--- src/hw/rtl/utf8_glyph_index_lookup_core_defines.svh ---
// assertion macros shared by the glyph lookup rtl
// depends on a clk and an active-low rst_n in the including module
`ifndef UTF8_GLYPH_INDEX_LOOKUP_CORE_DEFINES_SVH
`define UTF8_GLYPH_INDEX_LOOKUP_CORE_DEFINES_SVH

// same-cycle implication, checked outside reset
`define UGIL_ASSERT_NOW(lbl, ante, cons, msg) \
  lbl: assert property (@(posedge clk) disable iff (!rst_n) (ante) |-> (cons)) \
    else $error(msg);

// next-cycle implication, checked outside reset
`define UGIL_ASSERT_NEXT(lbl, ante, cons, msg) \
  lbl: assert property (@(posedge clk) disable iff (!rst_n) (ante) |=> (cons)) \
    else $error(msg);

`endif

--- src/hw/rtl/ugil_pkg.sv ---
// shared types and constants of the utf-8 glyph index lookup core
// no dependencies
package ugil_pkg;

  // input item opcodes
  localparam logic OP_LOAD = 1'b0;
  localparam logic OP_TEXT = 1'b1;

  // glyph_count value after reset
  localparam logic [8:0] GC_RESET = 9'd2;

  // continuation payload mask and lead marker
  localparam logic [7:0] CONT_MASK = 8'h3F;
  localparam logic [7:0] LEAD_BIT  = 8'h80;

  typedef struct packed {
    logic        opcode;
    logic [7:0]  entry_index;
    logic [31:0] entry_codepoint;
    logic [7:0]  text_byte;
  } in_item_t;

  typedef struct packed {
    logic [7:0]  glyph_index;
    logic        found;
    logic [31:0] codepoint_out;
  } out_item_t;

  // decoder to search handoff
  typedef struct packed {
    logic        done;
    logic [31:0] cp;
  } dec_res_t;

  typedef enum logic [1:0] {
    ST_IDLE,
    ST_SRCH,
    ST_FIN
  } srch_state_t;

endpackage

--- src/hw/rtl/ugil_decoder.sv ---
// utf-8 byte decoder: accumulates one codepoint over a multi-byte sequence
// depends on ugil_pkg
module ugil_decoder
  import ugil_pkg::*;
(
  input  logic       clk,
  input  logic       rst_n,
  input  logic       byte_en,
  input  logic [7:0] text_byte,
  output dec_res_t   res
);

  logic [31:0] partial_r, partial_nxt;
  logic [2:0]  left_r, left_nxt;
  logic [3:0]  lead_len;
  logic [31:0] cp_lead;
  logic [31:0] cp_cont;
  logic        done_c;
  logic [31:0] cp_c;

  // count of leading ones in a lead byte, 0 to 8
  function automatic logic [3:0] count_lead(input logic [7:0] b);
    logic [3:0] n;
    logic       run;
    n   = 4'd0;
    run = 1'b1;
    for (int i = 7; i >= 0; i--) begin
      if (run && b[i]) begin
        n = n + 4'd1;
      end else begin
        run = 1'b0;
      end
    end
    return n;
  endfunction

  // lead and continuation values
  always_comb begin
    lead_len = count_lead(text_byte);
    cp_lead  = lead_len[3] ? 32'd0 : 32'(text_byte & (8'hFF >> lead_len[2:0]));
    cp_cont  = {partial_r[25:0], text_byte[5:0] & CONT_MASK[5:0]};
  end

  // sequence tracking
  always_comb begin
    partial_nxt = partial_r;
    left_nxt    = left_r;
    done_c      = 1'b0;
    cp_c        = cp_lead;
    if (left_r == 3'd0) begin
      if (lead_len > 4'd1) begin
        partial_nxt = cp_lead;
        left_nxt    = 3'(lead_len - 4'd1);
      end else begin
        // ascii byte or stray continuation completes at once
        done_c = 1'b1;
      end
    end else begin
      cp_c     = cp_cont;
      left_nxt = left_r - 3'd1;
      if (left_r == 3'd1) begin
        done_c      = 1'b1;
        partial_nxt = 32'd0;
      end else begin
        partial_nxt = cp_cont;
      end
    end
  end

  always_ff @(posedge clk) begin
    if (!rst_n) begin
      partial_r <= 32'd0;
      left_r    <= 3'd0;
    end else if (byte_en) begin
      partial_r <= partial_nxt;
      left_r    <= left_nxt;
    end
  end

  assign res.done = byte_en & done_c;
  assign res.cp   = cp_c;

endmodule

--- config.mk ---
export PLATFORM = sky130hd
export DESIGN_NAME = ugil_decoder
export DESIGN_NICKNAME = d
export VERILOG_FILES = /design/src/hw/rtl/utf8_glyph_index_lookup_core_defines.svh /design/src/hw/rtl/ugil_pkg.sv /design/src/hw/rtl/ugil_decoder.sv
export SDC_FILE = /design/constraint.sdc
export NUM_CORES = 1
export LEC_CHECK = 0
export BUFFER_PORTS_ARGS = -buffer_cell sky130_fd_sc_hd__buf_2
export CAP_MARGIN = 20
export CELL_PAD_IN_SITES_DETAIL_PLACEMENT = 1
export CELL_PAD_IN_SITES_GLOBAL_PLACEMENT = 1
export CORE_ASPECT_RATIO = 0.9
export CORE_MARGIN = 2
export CORE_UTILIZATION = 25
export CTS_CLUSTER_DIAMETER = 200
export CTS_CLUSTER_SIZE = 24
export DETAILED_ROUTE_END_ITERATION = 12
export PLACE_DENSITY_LB_ADDON = 0.1
export SYNTH_ARGS = -nofsm -noshare
export SYNTH_HDL_FRONTEND = slang
export SYNTH_SLANG_ARGS = --single-unit
--- constraint.sdc ---
create_clock -name clk -period 19.18 [get_ports clk]
set_input_delay 3.836 -clock clk [delete_from_list [all_inputs] [get_ports clk]]
set_output_delay 3.836 -clock clk [all_outputs]
set_load 0.1 [all_outputs]
Yosys cells after proc, flatten, opt, wreduce, memory -nomap -nowiden
Index checks and enable logic that the tools add are counted.
{"block": "word_totals", "ff_bits": 29, "inputBits": 11, "out_inout_bits": 33, "word_cells": 51}
{"block": "classes", "n_addsub": 9, "magnitude_cmp": 1, "n_eq_ne": 2, "n_shift": 1, "mux": 25, "bitwise": 2, "reduce_logical": 9}
{"op": "$mux 26", "count": 3}
{"op": "$mux 32", "count": 2}
{"op": "$and 8x32->32", "count": 1}
{"op": "$shr 8x3->32 const A", "count": 1}
{"op": "$add 4x1->4 const B", "count": 6}
{"op": "$mux 4", "count": 6}
{"op": "$mux 1", "count": 11}
{"op": "$logic_and 1x1->1", "count": 7}
{"op": "$mux 3", "count": 2}
{"op": "$sub 3x1->3 const B", "count": 2}
{"op": "$gt 4x1->1 const B", "count": 1}
{"op": "$eq 3x1->1 const B", "count": 1}
{"op": "$logic_not 3->1", "count": 1}
{"op": "$add 1x1->2 const B", "count": 1}
{"op": "$mux 2", "count": 1}
{"op": "$ne 2x1->1 const B", "count": 1}
{"op": "$reduce_and 2->1", "count": 1}
{"op": "$and 1x1->1", "count": 1}

Logic depth before layout (Yosys ltp)
{"block": "depth", "ltp_word": 20, "mapped_depth": 26, "ltp_nobuf": 25}

Worst setup path after synthesis
No wires, ideal clock.
{"block": "synth_timing", "kind": "input -> output", "startpoint": "in text_byte[7]", "endpoint": "out res[32] in the netlist's numbering", "arrival_ps": 9720, "required_ps": 15344, "slack_ps": 5624, "path_stages": 22, "path_buffers": 0, "path_cell_list": "and2_1 ha_1 o21a_1 ha_1 nand2b_1 o21ai_0 a21boi_0 ha_1 mux2_2 ha_1 mux2_2 o221ai_1 inv_1 ha_1 a21boi_1 o2111ai_1 a2111o_1 and3_1 a22o_2 nor4_4 nor2_1 nor2_1"}
{"item": "start: declaration", "line_no": "ugil_decoder.sv:9", "text": "input logic [7:0] text_byte,"}
{"item": "end: declaration", "line_no": "ugil_decoder.sv:10", "text": "output dec_res_t res"}

==> metrics.cfg <==
[drt]
wl_met1_mm=3.95
drt-initial-drc-count=65
via_count=2260
dr_wl_met2_mm=2.93
avgRoutedWirePerCell_um=15.8
drtPass1Iterations=4
maxUsedRoutingLayer=met4
routed_wl_mm=7.11
dr_wl_met3_um=180
vias_per_cell=5.01
drc=0
ant_nets=0

[worst_hold_path]
hp-class=reg -> reg

[synthesis]
syn_avg_cell_area_um2=7.82
syn_nets=321
async_flop_share=0
ys_ff_latch=29
synth-edff-count=0
synth_cell_types=54
ys_warn_count=0
netlist_area_mm2=0.00232
synthCells=297
ys_seq_area_frac=0.250
ys.flop_type=dfxtp_1

[cells_and_area]
multi_input_area_mm2=0.00157
fillCellCount=1144
finalInstanceArea_mm2=0.00269
nNetsFinal=352
regArea_um2=581
antenna_cells=0
area_growth_pct=15.6
drive_gt1_frac=0.191
fin_cells=451

[die]
dieArea_mm2=0.0101
core_mm2=0.00908
initial_core_util=0.256
placementRows=33
die_w_um=106
die_height_um=95.4
ioPinCount=44

[job]
cap_violations=0

[setup_path]
slowest_stage=a2111o_1
startpoint_type=primary input
path_cells=buf_2, and2_1, ha_1, o21a_1, ha_1, nand2b_1, o21ai_0, a21boi_0, ha_1, mux2_2, ha_1, mux2_2, o221ai_1, inv_1, ha_1, a21boi_1, o2111ai_1, a2111o_1, and3_1, a22o_2, nor3_1, a32o_1, buf_2
critPathTopFamily=compound AO/OA/AOI/OAI gates
path_class=in -> out
cp_data_required_time_ns=15.34
cp_max_fo=8
crit_arrival_ns=9.89
crit_path_max_incr_delay_ns=0.52
cp_num_buf_inv=3
critPathCaptureType=primary output
cpMostUsedCell=ha_1

[cts]
clk_latency_ns=0.28
htreeDepth=2
cts-root-buf=clkbuf_8
cts_made_buffers=5
clkTransAtPathRegs_ns=0.06
cts_sinks=29
cts_hold_buf=0
cts_buffer_depth=2
post_cts.repair.setup_buffers=0
ctsResizeCount=0
cts_tree=built

[global_route]
grt_pass1_vias=2081
grt_start_max_net_pins=52
grt_pass1_wl_mm=11.2
antenna_found_initial=0
grtUsageTotal=0.142
grt_overflow_total=0

[timing]
fin_crit_ns=13.72
slew-limit-headroom=0.387
timing.hold.ws_ns=0.450
hold_violations=0
fin_crit_sh=0.716
fin_tns_setup_ns=0
rsz0062_at_grt=false
finalMaxSlewViolations=0
setup_violations=0
max_clock_freq_mhz=72.9
fin_worst_skew_ns=0.00233
tightest_slew_ns=0.920

[place]
io_buffers=43
placed_cell_area_mm2=0.00259
place_hpwl_mm=5.10
dpl.cell_count=442
gp_congestion=0.826

[power]
ir_drop_mv=0.0320
p_leak_nw=1.08
power_mw=0.241
p_per_area_mw_per_mm2=89.9

[outcome]
status=complete, no violations

==> sequential cells by signal, summed over array words and instances (netlist names) <==
signal	cells
left_r	3
partial_r	26
==> layer usage <==
metal,global-route usage,vias up
li1,-,1135
met3,0.0253,5
met1,0.220,1091
met4,0.0263,0
met2,0.202,29
met5,0,-
==> power breakdown <==
group,switching (mW),total (mW),internal (mW)
Clock,0.0226,0.0483,0.0257
Sequential,0.00335,0.0679,0.0645
Combinational,0.0958,0.125,0.0294
Total,0.122,0.241,0.120
==> cell usage in the layout (no fill, tap or decap), drive strengths merged, types with 2 or more instances in the layout <==
| cell | Yosys | layout |
|---|---|---|
| xnor2 | 6 | 6 |
| o221ai | 2 | 2 |
| o2111ai | 3 | 3 |
| nand2 | 10 | 10 |
| and2 | 27 | 27 |
| a31oi | 5 | 5 |
| a21boi | 3 | 3 |
| nand3 | 51 | 51 |
| o41ai | 3 | 3 |
| nor4 | 3 | 3 |
| ha | 13 | 13 |
| and3 | 3 | 3 |
| nor2 | 8 | 8 |
| nand2b | 5 | 5 |
| mux2i | 2 | 2 |
| o21ai | 29 | 29 |
| o31ai | 4 | 4 |
| mux2 | 3 | 3 |
| dfxtp | 29 | 29 |
| a21oi | 11 | 11 |
| a32o | 3 | 3 |
| a211o | 2 | 2 |
| clkbuf | 12 | 8 |
| inv | 15 | 15 |
| and3b | 2 | 2 |
| and4b | 2 | 2 |
| o211ai | 7 | 7 |
| nor2b | 5 | 5 |
| nor3 | 4 | 4 |
| buf | 10 | 46 |
==> final cells by class <==
| cell class | count | share of cell area |
|---|---|---|
| Tap cell | 122 | 0.0568 |
| Inverter | 16 | 0.0224 |
| Sequential cell | 29 | 0.216 |
| Timing Repair Buffer | 46 | 0.0913 |
| Multi-Input combinational cell | 230 | 0.583 |
| Clock buffer | 8 | 0.0298 |
==> cell usage after synthesis, types with 2 or more instances <==
library cell	number	share of area
nand3_1	50	0.11
dfxtp_1	29	0.25
and2_1	27	0.073
o21ai_1	19	0.041
inv_1	15	0.024
ha_1	13	0.070
clkbuf_1	12	0.019
a21oi_1	11	0.024
nand2_1	10	0.016
o21ai_0	10	0.022
nor2_1	8	0.013
o211ai_1	7	0.023
xnor2_1	6	0.023
buf_2	5	0.011
nand2b_1	5	0.013
nor2b_1	5	0.013
a31oi_1	4	0.011
buf_6	4	0.019
nor3_1	4	0.0086
o31ai_1	4	0.013
a32o_1	3	0.013
and3_1	3	0.0081
mux2_2	3	0.015
o2111ai_1	3	0.011
a211o_1	2	0.0075
a21boi_0	2	0.0065
and3b_1	2	0.0075
and4b_1	2	0.0086
mux2i_1	2	0.0086
o221ai_1	2	0.0075
o41ai_1	2	0.0075
==> final timing paths <==
kind	startpoint	end	depth (start not counted)	slack [ns]
max	text_byte[7]	res[6]	23	5.46
max reg2reg	left_r[0]	left_r[0]	8	16.93
min reg2reg	partial_r[22]	partial_r[22]	2	0.45
min	partial_r[22]	partial_r[22]	2	0.45
==> logic make-up (layout without fill, tap and decap cells) <==
group | after synthesis | count (layout) | synth area share
flops | 29 | 29 | 0.250
mux | 5 | 5 | 0.0232
fa+ha+maj | 13 | 13 | 0.0700
compound gates | 80 | 80 | 0.242
buf+inv | 38 | 70 | 0.0770
xor+xnor | 7 | 7 | 0.0296
simple gates | 125 | 125 | 0.308
==> tightest hold or removal path, cell delays in order, from the launching register on <==
cell	delay, ns
dfxtp_1	0.30
nand3_1	0.05
o21ai_1	0.05
==> through the flow <==
stage / setup slack, ns / util
global placement: 5.69 / 0.285
CTS: 5.43 / 0.294
finish: 5.46 / 0.296
global route: 4.92 / 0.296
detailed placement: 5.47 / 0.285
floorplan: 5.62 / -
Power figures use the tool's default switching activity.
